### src/rtl/cylproj_pkg.sv
// Shared constants for the cylindrical projection unit: request opcodes,
// register indexes and reset values, and the elaboration-time constant builder.
// No dependencies.
package cylproj_pkg;

   localparam int CSR_DATA_W = 8;

   localparam logic OPC_FORWARD = 1'b0;
   localparam logic OPC_INVERSE = 1'b1;

   localparam logic CSR_ITER_LIMIT = 1'b0;
   localparam logic CSR_STEP_TOL   = 1'b1;

   localparam logic [CSR_DATA_W-1:0] ITER_LIMIT_RESET = 8'd100;
   localparam logic [CSR_DATA_W-1:0] STEP_TOL_RESET   = 8'd1;

   // Magnitude of num/den with fb fraction bits, rounded to nearest; the integer part is counted up to 4 only.
   // Only used on constants, so it runs at elaboration.
   function automatic logic [63:0] const_q(input logic [63:0] num, input logic [63:0] den,
                                           input int fb);
      logic [63:0] r;
      logic [63:0] ip;
      logic [63:0] frac;
      r    = num;
      ip   = '0;
      frac = '0;
      for (int i = 0; i < 4; i++) begin
         if (r >= den) begin
            r  = r - den;
            ip = ip + 64'd1;
         end
      end
      for (int i = 0; i < fb + 1; i++) begin
         r    = r << 1;
         frac = frac << 1;
         if (r >= den) begin
            r       = r - den;
            frac[0] = 1'b1;
         end
      end
      return (ip << fb) + ((frac + 64'd1) >> 1);
   endfunction

endpackage

### src/rtl/cylproj_mul.sv
// Fixed-point multiplier for the projection unit: 16-bit digits of one operand
// per cycle, then rounding half away from zero, shift and saturation.
// Standalone; instantiated by cylindrical_projection_unit.
module cylproj_mul #(
   parameter int DATA_WIDTH = 32,
   parameter int FRAC_BITS  = 28
) (
   input  logic                         clock,
   input  logic                         reset,
   input  logic                         start,
   input  logic signed [DATA_WIDTH-1:0] op_a,
   input  logic signed [DATA_WIDTH-1:0] op_b,
   output logic                         done,
   output logic signed [DATA_WIDTH-1:0] product
);

   localparam int DIG_W = 16;
   localparam int NDIG  = (DATA_WIDTH + DIG_W - 1) / DIG_W;
   localparam int PB_W  = NDIG * DIG_W;
   localparam int ACC_W = 2 * DATA_WIDTH;
   localparam int MAG_W = ACC_W - FRAC_BITS;
   localparam int CNT_W = $clog2(NDIG + 1);

   localparam logic [ACC_W-1:0] ROUND_ADD = ACC_W'(1) << (FRAC_BITS - 1);
   localparam logic [MAG_W-1:0] LIM_MAX   = MAG_W'({1'b0, {(DATA_WIDTH-1){1'b1}}});
   localparam logic signed [DATA_WIDTH-1:0] SAT_MAX = {1'b0, {(DATA_WIDTH-1){1'b1}}};
   localparam logic signed [DATA_WIDTH-1:0] SAT_MIN = {1'b1, {(DATA_WIDTH-1){1'b0}}};

   logic                         busy_ff;
   logic [CNT_W-1:0]             cnt_ff;
   logic [DATA_WIDTH-1:0]        mag_a_ff;
   logic [PB_W-1:0]              mag_b_ff;
   logic                         neg_ff;
   logic [ACC_W-1:0]             acc_ff;
   logic                         done_ff;
   logic signed [DATA_WIDTH-1:0] product_ff;

   logic [DATA_WIDTH-1:0]        mag_a;
   logic [DATA_WIDTH-1:0]        mag_b;
   logic [DATA_WIDTH+DIG_W-1:0]  partial;
   logic [ACC_W-1:0]             rounded;
   logic [MAG_W-1:0]             mag_q;
   logic signed [DATA_WIDTH-1:0] sat_q;

   always_comb begin
      mag_a   = op_a[DATA_WIDTH-1] ? DATA_WIDTH'(-op_a) : DATA_WIDTH'(op_a);
      mag_b   = op_b[DATA_WIDTH-1] ? DATA_WIDTH'(-op_b) : DATA_WIDTH'(op_b);
      partial = mag_a_ff * mag_b_ff[PB_W-1 -: DIG_W];
      rounded = acc_ff + ROUND_ADD;
      mag_q   = rounded[ACC_W-1:FRAC_BITS];
      if (mag_q > LIM_MAX) begin
         sat_q = neg_ff ? SAT_MIN : SAT_MAX;
      end else begin
         sat_q = neg_ff ? -$signed(mag_q[DATA_WIDTH-1:0]) : $signed(mag_q[DATA_WIDTH-1:0]);
      end
   end

   always_ff @(posedge clock) begin
      if (reset) begin
         busy_ff <= 1'b0;
         done_ff <= 1'b0;
         cnt_ff  <= '0;
      end else begin
         done_ff <= 1'b0;
         if (start) begin
            busy_ff  <= 1'b1;
            cnt_ff   <= CNT_W'(NDIG);
            mag_a_ff <= mag_a;
            mag_b_ff <= PB_W'(mag_b);
            neg_ff   <= op_a[DATA_WIDTH-1] ^ op_b[DATA_WIDTH-1];
            acc_ff   <= '0;
         end else if (busy_ff) begin
            if (cnt_ff != '0) begin
               // Most significant digit first, so the accumulator only shifts.
               acc_ff   <= (acc_ff << DIG_W) + ACC_W'(partial);
               mag_b_ff <= mag_b_ff << DIG_W;
               cnt_ff   <= cnt_ff - CNT_W'(1);
            end else begin
               product_ff <= sat_q;
               done_ff    <= 1'b1;
               busy_ff    <= 1'b0;
            end
         end
      end
   end

   assign done    = done_ff;
   assign product = product_ff;

endmodule

### src/rtl/cylproj_div.sv
// Restoring divider for the Newton correction: (|n| << FRAC_BITS) / |d|,
// one quotient bit per cycle, signed and saturated. A zero divisor counts as 1.
// Standalone; instantiated by cylindrical_projection_unit.
module cylproj_div #(
   parameter int DATA_WIDTH = 32,
   parameter int FRAC_BITS  = 28
) (
   input  logic                         clock,
   input  logic                         reset,
   input  logic                         start,
   input  logic signed [DATA_WIDTH-1:0] numer,
   input  logic signed [DATA_WIDTH-1:0] denom,
   output logic                         done,
   output logic signed [DATA_WIDTH-1:0] quot
);

   localparam int NQ_W  = DATA_WIDTH + FRAC_BITS;
   localparam int CNT_W = $clog2(NQ_W + 1);

   localparam logic [NQ_W-1:0] LIM_MAX = NQ_W'({1'b0, {(DATA_WIDTH-1){1'b1}}});
   localparam logic signed [DATA_WIDTH-1:0] SAT_MAX = {1'b0, {(DATA_WIDTH-1){1'b1}}};
   localparam logic signed [DATA_WIDTH-1:0] SAT_MIN = {1'b1, {(DATA_WIDTH-1){1'b0}}};

   logic                         busy_ff;
   logic                         done_ff;
   logic [CNT_W-1:0]             cnt_ff;
   logic [NQ_W-1:0]              nq_ff;
   logic [DATA_WIDTH:0]          rem_ff;
   logic [DATA_WIDTH-1:0]        ud_ff;
   logic                         neg_ff;
   logic signed [DATA_WIDTH-1:0] quot_ff;

   logic [DATA_WIDTH-1:0]        mag_n;
   logic [DATA_WIDTH-1:0]        mag_d;
   logic [DATA_WIDTH:0]          rem_sh;
   logic                         q_bit;
   logic [DATA_WIDTH:0]          rem_in;
   logic signed [DATA_WIDTH-1:0] sat_q;

   always_comb begin
      mag_n  = numer[DATA_WIDTH-1] ? DATA_WIDTH'(-numer) : DATA_WIDTH'(numer);
      mag_d  = denom[DATA_WIDTH-1] ? DATA_WIDTH'(-denom) : DATA_WIDTH'(denom);
      rem_sh = {rem_ff[DATA_WIDTH-1:0], nq_ff[NQ_W-1]};
      q_bit  = rem_sh >= {1'b0, ud_ff};
      rem_in = q_bit ? rem_sh - {1'b0, ud_ff} : rem_sh;
      if (nq_ff > LIM_MAX) begin
         sat_q = neg_ff ? SAT_MIN : SAT_MAX;
      end else begin
         sat_q = neg_ff ? -$signed(nq_ff[DATA_WIDTH-1:0]) : $signed(nq_ff[DATA_WIDTH-1:0]);
      end
   end

   always_ff @(posedge clock) begin
      if (reset) begin
         busy_ff <= 1'b0;
         done_ff <= 1'b0;
         cnt_ff  <= '0;
      end else begin
         done_ff <= 1'b0;
         if (start) begin
            busy_ff <= 1'b1;
            cnt_ff  <= CNT_W'(NQ_W);
            nq_ff   <= {mag_n, {FRAC_BITS{1'b0}}};
            rem_ff  <= '0;
            ud_ff   <= (mag_d == '0) ? DATA_WIDTH'(1) : mag_d;
            neg_ff  <= numer[DATA_WIDTH-1] ^ denom[DATA_WIDTH-1];
         end else if (busy_ff) begin
            if (cnt_ff != '0) begin
               // Dividend bits leave at the top while quotient bits enter below.
               nq_ff  <= {nq_ff[NQ_W-2:0], q_bit};
               rem_ff <= rem_in;
               cnt_ff <= cnt_ff - CNT_W'(1);
            end else begin
               quot_ff <= sat_q;
               done_ff <= 1'b1;
               busy_ff <= 1'b0;
            end
         end
      end
   end

   assign done = done_ff;
   assign quot = quot_ff;

endmodule

### src/rtl/cylindrical_projection_unit.sv
// Cylindrical map projection unit, top level: request/response channels,
// register port and the sequencer around one shared multiplier and divider.
// Depends on cylproj_pkg, cylproj_mul and cylproj_div.
//
// Usage: a request carries an opcode and two signed fixed-point coordinates.
// Forward requests return x = longitude and y = P(latitude); inverse requests
// return longitude = x and the latitude that solves P(lat) = y by Newton steps,
// with rsp_not_converged set when the iteration limit runs out first.
// Requests and responses use valid/ready; one request is processed at a time
// and req_ready is high only while the unit is idle.
// A forward request runs six multiplies on the shared multiplier.
// One Newton step runs nine multiplies and one divide on the restoring divider,
// so the work of an inverse request grows with the number of steps it needs.
// The response is held in registers until rsp_ready; the unit stays busy and
// takes no new request while the response waits.
// Reset clears the sequencer and loads iteration_limit = 100, step_tolerance = 1.
// Register writes take effect at once and are meant for an idle unit.
module cylindrical_projection_unit
   import cylproj_pkg::*;
#(
   parameter int DATA_WIDTH = 32,
   parameter int FRAC_BITS  = 28
) (
   input  logic                         clock,
   input  logic                         reset,
   input  logic                         req_valid,
   output logic                         req_ready,
   input  logic                         req_opcode,
   input  logic signed [DATA_WIDTH-1:0] req_coord_a,
   input  logic signed [DATA_WIDTH-1:0] req_coord_b,
   output logic                         rsp_valid,
   input  logic                         rsp_ready,
   output logic signed [DATA_WIDTH-1:0] rsp_result_a,
   output logic signed [DATA_WIDTH-1:0] rsp_result_b,
   output logic                         rsp_not_converged,
   input  logic                         csr_wr_en,
   input  logic                         csr_index,
   input  logic [CSR_DATA_W-1:0]        csr_wdata
);

   localparam logic signed [DATA_WIDTH-1:0] K1 =
      DATA_WIDTH'(const_q(64'd10148, 64'd10000, FRAC_BITS));
   localparam logic signed [DATA_WIDTH-1:0] K2 =
      DATA_WIDTH'(const_q(64'd23185, 64'd100000, FRAC_BITS));
   localparam logic signed [DATA_WIDTH-1:0] K3 =
      -DATA_WIDTH'(const_q(64'd14499, 64'd100000, FRAC_BITS));
   localparam logic signed [DATA_WIDTH-1:0] K4 =
      DATA_WIDTH'(const_q(64'd2406, 64'd100000, FRAC_BITS));
   localparam logic signed [DATA_WIDTH-1:0] D2 =
      DATA_WIDTH'(const_q(64'd115925, 64'd100000, FRAC_BITS));
   localparam logic signed [DATA_WIDTH-1:0] D3 =
      -DATA_WIDTH'(const_q(64'd101493, 64'd100000, FRAC_BITS));
   localparam logic signed [DATA_WIDTH-1:0] D4 =
      DATA_WIDTH'(const_q(64'd21654, 64'd100000, FRAC_BITS));
   localparam logic signed [DATA_WIDTH-1:0] MAXY =
      DATA_WIDTH'(const_q(64'd1790857183, 64'd1000000000, FRAC_BITS));
   localparam logic signed [DATA_WIDTH-1:0] SAT_MAX = {1'b0, {(DATA_WIDTH-1){1'b1}}};
   localparam logic signed [DATA_WIDTH-1:0] SAT_MIN = {1'b1, {(DATA_WIDTH-1){1'b0}}};

   typedef enum logic [2:0] {
      ST_IDLE, ST_MUL_GO, ST_MUL_WAIT, ST_RESIDUAL, ST_DIV_GO, ST_DIV_WAIT, ST_UPDATE, ST_RESP
   } state_type;

   // Steps of the polynomial program: P(t) first, then P'(t).
   typedef enum logic [3:0] {
      PS_T2, PS_T4, PS_S_K3, PS_S_K2, PS_S_K1, PS_POLY, PS_D3, PS_D2, PS_DERIV
   } prog_step_type;

   function automatic logic signed [DATA_WIDTH-1:0] sat_add(
      input logic signed [DATA_WIDTH-1:0] a, input logic signed [DATA_WIDTH-1:0] b,
      input logic sub);
      logic signed [DATA_WIDTH:0] s;
      s = sub ? ({a[DATA_WIDTH-1], a} - {b[DATA_WIDTH-1], b})
              : ({a[DATA_WIDTH-1], a} + {b[DATA_WIDTH-1], b});
      if (s[DATA_WIDTH] != s[DATA_WIDTH-1]) begin
         return s[DATA_WIDTH] ? SAT_MIN : SAT_MAX;
      end
      return s[DATA_WIDTH-1:0];
   endfunction

   state_type                    state_ff;
   prog_step_type                step_ff;
   logic                         opcode_ff;
   logic [CSR_DATA_W-1:0]        iter_limit_ff;
   logic [CSR_DATA_W-1:0]        step_tol_ff;
   logic [CSR_DATA_W-1:0]        iter_ff;
   logic signed [DATA_WIDTH-1:0] yt_ff;
   logic signed [DATA_WIDTH-1:0] yc_ff;
   logic signed [DATA_WIDTH-1:0] t2_ff;
   logic signed [DATA_WIDTH-1:0] t4_ff;
   logic signed [DATA_WIDTH-1:0] s_ff;
   logic signed [DATA_WIDTH-1:0] p_ff;
   logic signed [DATA_WIDTH-1:0] fd_ff;
   logic signed [DATA_WIDTH-1:0] f_ff;
   logic signed [DATA_WIDTH-1:0] corr_ff;
   logic                         rsp_valid_ff;
   logic signed [DATA_WIDTH-1:0] rsp_a_ff;
   logic signed [DATA_WIDTH-1:0] rsp_b_ff;
   logic                         rsp_nc_ff;

   logic signed [DATA_WIDTH-1:0] clamp_y;
   logic signed [DATA_WIDTH-1:0] mul_a;
   logic signed [DATA_WIDTH-1:0] mul_b;
   logic signed [DATA_WIDTH-1:0] addend;
   logic signed [DATA_WIDTH-1:0] step_val;
   logic                         mul_done;
   logic signed [DATA_WIDTH-1:0] mul_product;
   logic                         div_done;
   logic signed [DATA_WIDTH-1:0] div_quot;
   logic signed [DATA_WIDTH-1:0] yc_in;
   logic [DATA_WIDTH-1:0]        corr_mag;
   logic                         converged;
   logic [CSR_DATA_W-1:0]        iter_in;

   cylproj_mul #(
      .DATA_WIDTH(DATA_WIDTH),
      .FRAC_BITS (FRAC_BITS)
   ) u_mul (
      .clock  (clock),
      .reset  (reset),
      .start  (state_ff == ST_MUL_GO),
      .op_a   (mul_a),
      .op_b   (mul_b),
      .done   (mul_done),
      .product(mul_product)
   );

   cylproj_div #(
      .DATA_WIDTH(DATA_WIDTH),
      .FRAC_BITS (FRAC_BITS)
   ) u_div (
      .clock(clock),
      .reset(reset),
      .start(state_ff == ST_DIV_GO),
      .numer(f_ff),
      .denom(fd_ff),
      .done (div_done),
      .quot (div_quot)
   );

   always_comb begin
      if (req_coord_b > MAXY) begin
         clamp_y = MAXY;
      end else if (req_coord_b < -MAXY) begin
         clamp_y = -MAXY;
      end else begin
         clamp_y = req_coord_b;
      end

      mul_a  = yc_ff;
      mul_b  = yc_ff;
      addend = '0;
      case (step_ff)
         PS_T2: begin
            mul_a = yc_ff;
            mul_b = yc_ff;
         end
         PS_T4: begin
            mul_a = t2_ff;
            mul_b = t2_ff;
         end
         PS_S_K3: begin
            mul_a  = K4;
            mul_b  = t2_ff;
            addend = K3;
         end
         PS_S_K2: begin
            mul_a  = t2_ff;
            mul_b  = s_ff;
            addend = K2;
         end
         PS_S_K1: begin
            mul_a  = t4_ff;
            mul_b  = s_ff;
            addend = K1;
         end
         PS_POLY: begin
            mul_a = yc_ff;
            mul_b = s_ff;
         end
         PS_D3: begin
            mul_a  = D4;
            mul_b  = t2_ff;
            addend = D3;
         end
         PS_D2: begin
            mul_a  = t2_ff;
            mul_b  = s_ff;
            addend = D2;
         end
         PS_DERIV: begin
            mul_a  = t4_ff;
            mul_b  = s_ff;
            addend = K1;
         end
         default: begin
            mul_a  = yc_ff;
            mul_b  = yc_ff;
            addend = '0;
         end
      endcase
      step_val = sat_add(mul_product, addend, 1'b0);

      yc_in     = sat_add(yc_ff, corr_ff, 1'b1);
      corr_mag  = corr_ff[DATA_WIDTH-1] ? DATA_WIDTH'(-corr_ff) : DATA_WIDTH'(corr_ff);
      converged = corr_mag < DATA_WIDTH'(step_tol_ff);
      iter_in   = iter_ff + CSR_DATA_W'(1);
   end

   always_ff @(posedge clock) begin
      if (reset) begin
         state_ff      <= ST_IDLE;
         step_ff       <= PS_T2;
         rsp_valid_ff  <= 1'b0;
         iter_limit_ff <= ITER_LIMIT_RESET;
         step_tol_ff   <= STEP_TOL_RESET;
      end else begin
         if (csr_wr_en) begin
            if (csr_index == CSR_ITER_LIMIT) begin
               iter_limit_ff <= csr_wdata;
            end else begin
               step_tol_ff <= csr_wdata;
            end
         end

         case (state_ff)
            ST_IDLE: begin
               if (req_valid) begin
                  opcode_ff <= req_opcode;
                  rsp_a_ff  <= req_coord_a;
                  iter_ff   <= '0;
                  step_ff   <= PS_T2;
                  yt_ff     <= clamp_y;
                  if (req_opcode == OPC_FORWARD) begin
                     yc_ff    <= req_coord_b;
                     state_ff <= ST_MUL_GO;
                  end else if (iter_limit_ff == '0) begin
                     // No iterations allowed: answer the clamped y unconverged.
                     rsp_b_ff     <= clamp_y;
                     rsp_nc_ff    <= 1'b1;
                     rsp_valid_ff <= 1'b1;
                     state_ff     <= ST_RESP;
                  end else begin
                     yc_ff    <= clamp_y;
                     state_ff <= ST_MUL_GO;
                  end
               end
            end
            ST_MUL_GO: begin
               state_ff <= ST_MUL_WAIT;
            end
            ST_MUL_WAIT: begin
               if (mul_done) begin
                  state_ff <= ST_MUL_GO;
                  case (step_ff)
                     PS_T2: begin
                        t2_ff   <= step_val;
                        step_ff <= PS_T4;
                     end
                     PS_T4: begin
                        t4_ff   <= step_val;
                        step_ff <= PS_S_K3;
                     end
                     PS_S_K3: begin
                        s_ff    <= step_val;
                        step_ff <= PS_S_K2;
                     end
                     PS_S_K2: begin
                        s_ff    <= step_val;
                        step_ff <= PS_S_K1;
                     end
                     PS_S_K1: begin
                        s_ff    <= step_val;
                        step_ff <= PS_POLY;
                     end
                     PS_POLY: begin
                        p_ff    <= step_val;
                        step_ff <= PS_D3;
                        if (opcode_ff == OPC_FORWARD) begin
                           rsp_b_ff     <= step_val;
                           rsp_nc_ff    <= 1'b0;
                           rsp_valid_ff <= 1'b1;
                           state_ff     <= ST_RESP;
                        end
                     end
                     PS_D3: begin
                        s_ff    <= step_val;
                        step_ff <= PS_D2;
                     end
                     PS_D2: begin
                        s_ff    <= step_val;
                        step_ff <= PS_DERIV;
                     end
                     PS_DERIV: begin
                        fd_ff    <= step_val;
                        step_ff  <= PS_T2;
                        state_ff <= ST_RESIDUAL;
                     end
                     default: begin
                        step_ff  <= PS_T2;
                        state_ff <= ST_IDLE;
                     end
                  endcase
               end
            end
            ST_RESIDUAL: begin
               f_ff     <= sat_add(p_ff, yt_ff, 1'b1);
               state_ff <= ST_DIV_GO;
            end
            ST_DIV_GO: begin
               state_ff <= ST_DIV_WAIT;
            end
            ST_DIV_WAIT: begin
               if (div_done) begin
                  corr_ff  <= div_quot;
                  state_ff <= ST_UPDATE;
               end
            end
            ST_UPDATE: begin
               yc_ff   <= yc_in;
               iter_ff <= iter_in;
               step_ff <= PS_T2;
               if (converged || (iter_in == iter_limit_ff)) begin
                  rsp_b_ff     <= yc_in;
                  rsp_nc_ff    <= !converged;
                  rsp_valid_ff <= 1'b1;
                  state_ff     <= ST_RESP;
               end else begin
                  state_ff <= ST_MUL_GO;
               end
            end
            ST_RESP: begin
               if (rsp_ready) begin
                  rsp_valid_ff <= 1'b0;
                  state_ff     <= ST_IDLE;
               end
            end
            default: begin
               state_ff <= ST_IDLE;
            end
         endcase
      end
   end

   assign req_ready         = (state_ff == ST_IDLE);
   assign rsp_valid         = rsp_valid_ff;
   assign rsp_result_a      = rsp_a_ff;
   assign rsp_result_b      = rsp_b_ff;
   assign rsp_not_converged = rsp_nc_ff;

endmodule

### config.mk
export PLATFORM = sky130hd
export DESIGN_NAME = cylindrical_projection_unit
export DESIGN_NICKNAME = d
export VERILOG_FILES = /design/src/rtl/cylproj_pkg.sv /design/src/rtl/cylproj_mul.sv /design/src/rtl/cylproj_div.sv /design/src/rtl/cylindrical_projection_unit.sv
export SDC_FILE = /design/constraint.sdc
export NUM_CORES = 2
export LEC_CHECK = 0
export BUFFER_PORTS_ARGS = -buffer_cell sky130_fd_sc_hd__buf_2
export CAP_MARGIN = 20
export CORE_ASPECT_RATIO = 0.7
export CORE_MARGIN = 3
export CORE_UTILIZATION = 35
export DETAILED_ROUTE_END_ITERATION = 8
export HOLD_SLACK_MARGIN = 0.1
export PLACE_DENSITY_LB_ADDON = 0.08
export SLEW_MARGIN = 30
export SYNTH_ARGS = -nofsm -noshare
export SYNTH_HDL_FRONTEND = slang
export SYNTH_SLANG_ARGS = --single-unit
export TNS_END_PERCENT = 100
### constraint.sdc
create_clock -name clock -period 10.8 [get_ports clock]
set_input_delay 0.54 -clock clock [delete_from_list [all_inputs] [get_ports clock]]
set_output_delay 0.54 -clock clock [all_outputs]
set_load 0.02 [all_outputs]
==> impl_metrics.tcl <==
set metrics [dict create \
    post_route_cells_drive_above_1_share 0.0778 \
    drt-total-wl_um 223000 \
    regToRegStartpoint "u_mul.mag_b_ff[23]" \
    routabilityCongestion 0.937 \
    ys_ff_latch 716 \
    netlist.top_cell.by_area "edfxtp_1" \
    first_pass_grt_wire_length_um 325000 \
    detail_route.drc_violations 0 \
    largest_reg_flops 64 \
    post-route-worst-setup-slack_ps 2320 \
    rsz0062_at_grt "false" \
    core_mm2 0.172 \
    worstSkewPairLatency_ps 750 \
    floorplan.die.width_um 505 \
    criticalPathCategory "reg2reg" \
    timing.critical_path.from "u_mul.mag_b_ff[23]" \
    area_delta_synth_final_pct 10.9 \
    ctsRootBufferMaster "clkbuf_16" \
    finalCritPeriodShare 0.786 \
    finalHoldViolCount 0 \
    cp-endpoint "u_mul.acc_ff[58]" \
    grt-busiest-layer "met1" \
    yosysSeqAreaShare 0.346 \
    via_count 48700 \
    buffer_ports.inserted 145 \
    cts_buffers 84 \
    gr-usage-all-layers 0.244 \
    total_global_routing_overflow 0 \
    place.detailed.hpwl_um 171000 \
    synth_top_area_frac 0.335 \
    first_global_vias 46400 \
    syn_area_mm2 0.0610 \
    route.detailed.wl_per_inst_um 25.1 \
    fin_worst_skew_ps 74.4 \
    timing.final.crit_period_ps 8480 \
    die_h_um 355 \
    timing.critical_path.slowest_stage_cell "edfxtp_1" \
    synth.yosys.warnings 0 \
    critical_path_arrival_ps 9060 \
    outcome "finished clean" \
    fp-row-count 127 \
    path_cells "buf_4, nand2_1, fa_1, inv_1, fa_1, fa_1, fa_1, fa_1, inv_1, fa_1, inv_1, ha_1, and4_1, and3_1, o2111ai_1, a41oi_1, and4_1, or3_1, a41oi_2, or4_1, a21oi_1" \
    reg2reg_setup_slack_ps 2320 \
    post_drt_via_cell_ratio 5.50 \
    grt_use_met2 0.320 \
    r2r.worst_path.cells 21 \
    max_cap_violations 0 \
    final_core_utilization 0.393 \
    cts-resized-gates 0 \
    first_iter_violations 5210 \
    fmax_mhz 118 \
    biggestRegsByFlops "u_mul.acc_ff (64), u_div.nq_ff (60)" \
    critPathMostFrequentCell "fa_1" \
    cts_max_path_buffers 3 \
    met3_usage 0.0580 \
    synthesis.instances 6395 \
    worst-slew-pin-transition_ps 1070 \
    clk_transition_reported_paths_ps 60 \
    synth_top_cells_by_area "edfxtp_1 33%, fa_1 15%, ha_1 5.8%" \
    clock_sinks 716 \
    layout.filler_cells 17300 \
    tritoncts_clock_tree "yes" \
    largest_register_by_flop_count "u_mul.acc_ff" \
    nNetsFinal 7277 \
    grt_antenna_before_repair 17 \
    ioPinCount 146 \
    max-slew-margin-rel 0.278 \
    finalMaxSlewViolations 0 \
    dr.pass1.iters 7 \
    r2r-end "u_mul.acc_ff[58]" \
    report.final.setup_viol 0 \
    synth_async_sr_flop_share 0 \
    critPathCaptureType "flip-flop" \
    floorplan.initialDensity 0.354 \
    clock_tree.htree_level_count 3 \
    synthesis.nets 7213 \
    synth_enable_flop_cells 680 \
    grt_start_max_net_pins 71 \
    data_required_time_of_the_critical_path_ps 11380 \
    synth_cell_types 104 \
    postRouteAntennaNets 0 \
    worstSetupStartpointType "flip-flop" \
    syn-mean-instance-area_um2 9.54 \
    worstHoldPathType "in2reg" \
    timing.critical_path.slowest_cell_delay_ps 1000 \
    grt.met1_usage 0.402 \
    postSynth.topFlopCell "edfxtp_1" \
    worstPathMaxFanout 18 \
    preCtsSetupSlack_ps 2440 \
    total_negative_setup_slack_ps 0 \
    die_area_mm2 0.179 \
]
[metrics by stage]
stage	instances	area (µm²)	hold slack (ps)
floorplan	6395	61000	400
detailed placement	8652	64300	408
global route	8852	67700	151
global placement	8649	64200	404
finish	8860	67700	191
CTS	8847	67600	117
[critical path: cells and delay by family (launching register included)]
family	cells	cell delay, ps
buffers and inverters	4	560
and+or+nand+nor	6	1740
adders and majority gates	7	3510
AOI/OAI and AO/OA	4	1490
DFF	1	1000
[layer usage]
metal / wire length, µm / share of wire / vias up
met4: 2570 / 0.012 / 0
met3: 20800 / 0.094 / 153
met5: 0 / 0 / -
met2: 85600 / 0.38 / 1810
met1: 114000 / 0.51 / 24500
li1: - / - / 22300
[synthesized netlist by cell type (72+ instances only)]
library cell	instances
nor2_1	382
xor2_1	144
nand2_1	700
a21oi_1	331
o21ai_0	298
ha_1	285
edfxtp_1	680
xnor2_1	174
inv_1	799
nand4_1	72
clkbuf_1	246
nor3_1	129
fa_1	454
a21o_1	116
nand3_1	142
and2_1	262
[logic make-up after synthesis]
logic type                 count (synthesis)  synth area share
adders and majority gates                776             0.213
buffers and inverters                   1114            0.0703
and+or+nand+nor                         2075             0.169
muxes                                     84            0.0151
DFF                                      716             0.346
xor gates and xnor gates                 319            0.0459
AOI/OAI and AO/OA                       1311             0.140
[area by class of cell]
cell class / instances / area (µm²) / area share
diodes: 10 / 25.0 / 0.000370
clock buffers: 98 / 2150 / 0.0318
clock inverters: 57 / 723 / 0.0107
inverters: 807 / 3030 / 0.0448
multi-input cells: 4565 / 35700 / 0.528
flip-flops and latches: 716 / 21100 / 0.312
well taps: 2322 / 2910 / 0.0429
repair buffers: 285 / 1960 / 0.0289
[timing repair]
action / 4_1_cts / 5_1_grt
hold endpoints to repair: 45 / 0
hold buffers: 40 / 0
setup buffers: 0 / 0
[worst min path at each step]
stage / cells past startpoint / from / endpoint / slack (ps)
final: 2 / req_coord_b[2] / yt_ff[2] / 190
after global placement: 0 / u_div.quot[8] / corr_ff[8] / 400
after floorplan: 0 / u_div.quot[0] / corr_ff[0] / 400
after CTS: 2 / req_coord_b[2] / yt_ff[2] / 120
after global routing: 2 / req_coord_b[2] / yt_ff[2] / 150
after detailed placement: 0 / u_div.quot[8] / corr_ff[8] / 410
[cell usage in the layout, fill, tap and decap left out, drive strengths merged, types with 175 or more instances in the layout]
cell type and n:
a21oi 331, and2 265, buf 245, edfxtp 680, fa 454, ha 285, inv 804, nand2 700
nor2 385, o21ai 311, xnor2 175
Power is left out: the tool's default activity adds up to more than one toggle a clock period on the data nets, which glitch-free logic cannot reach.
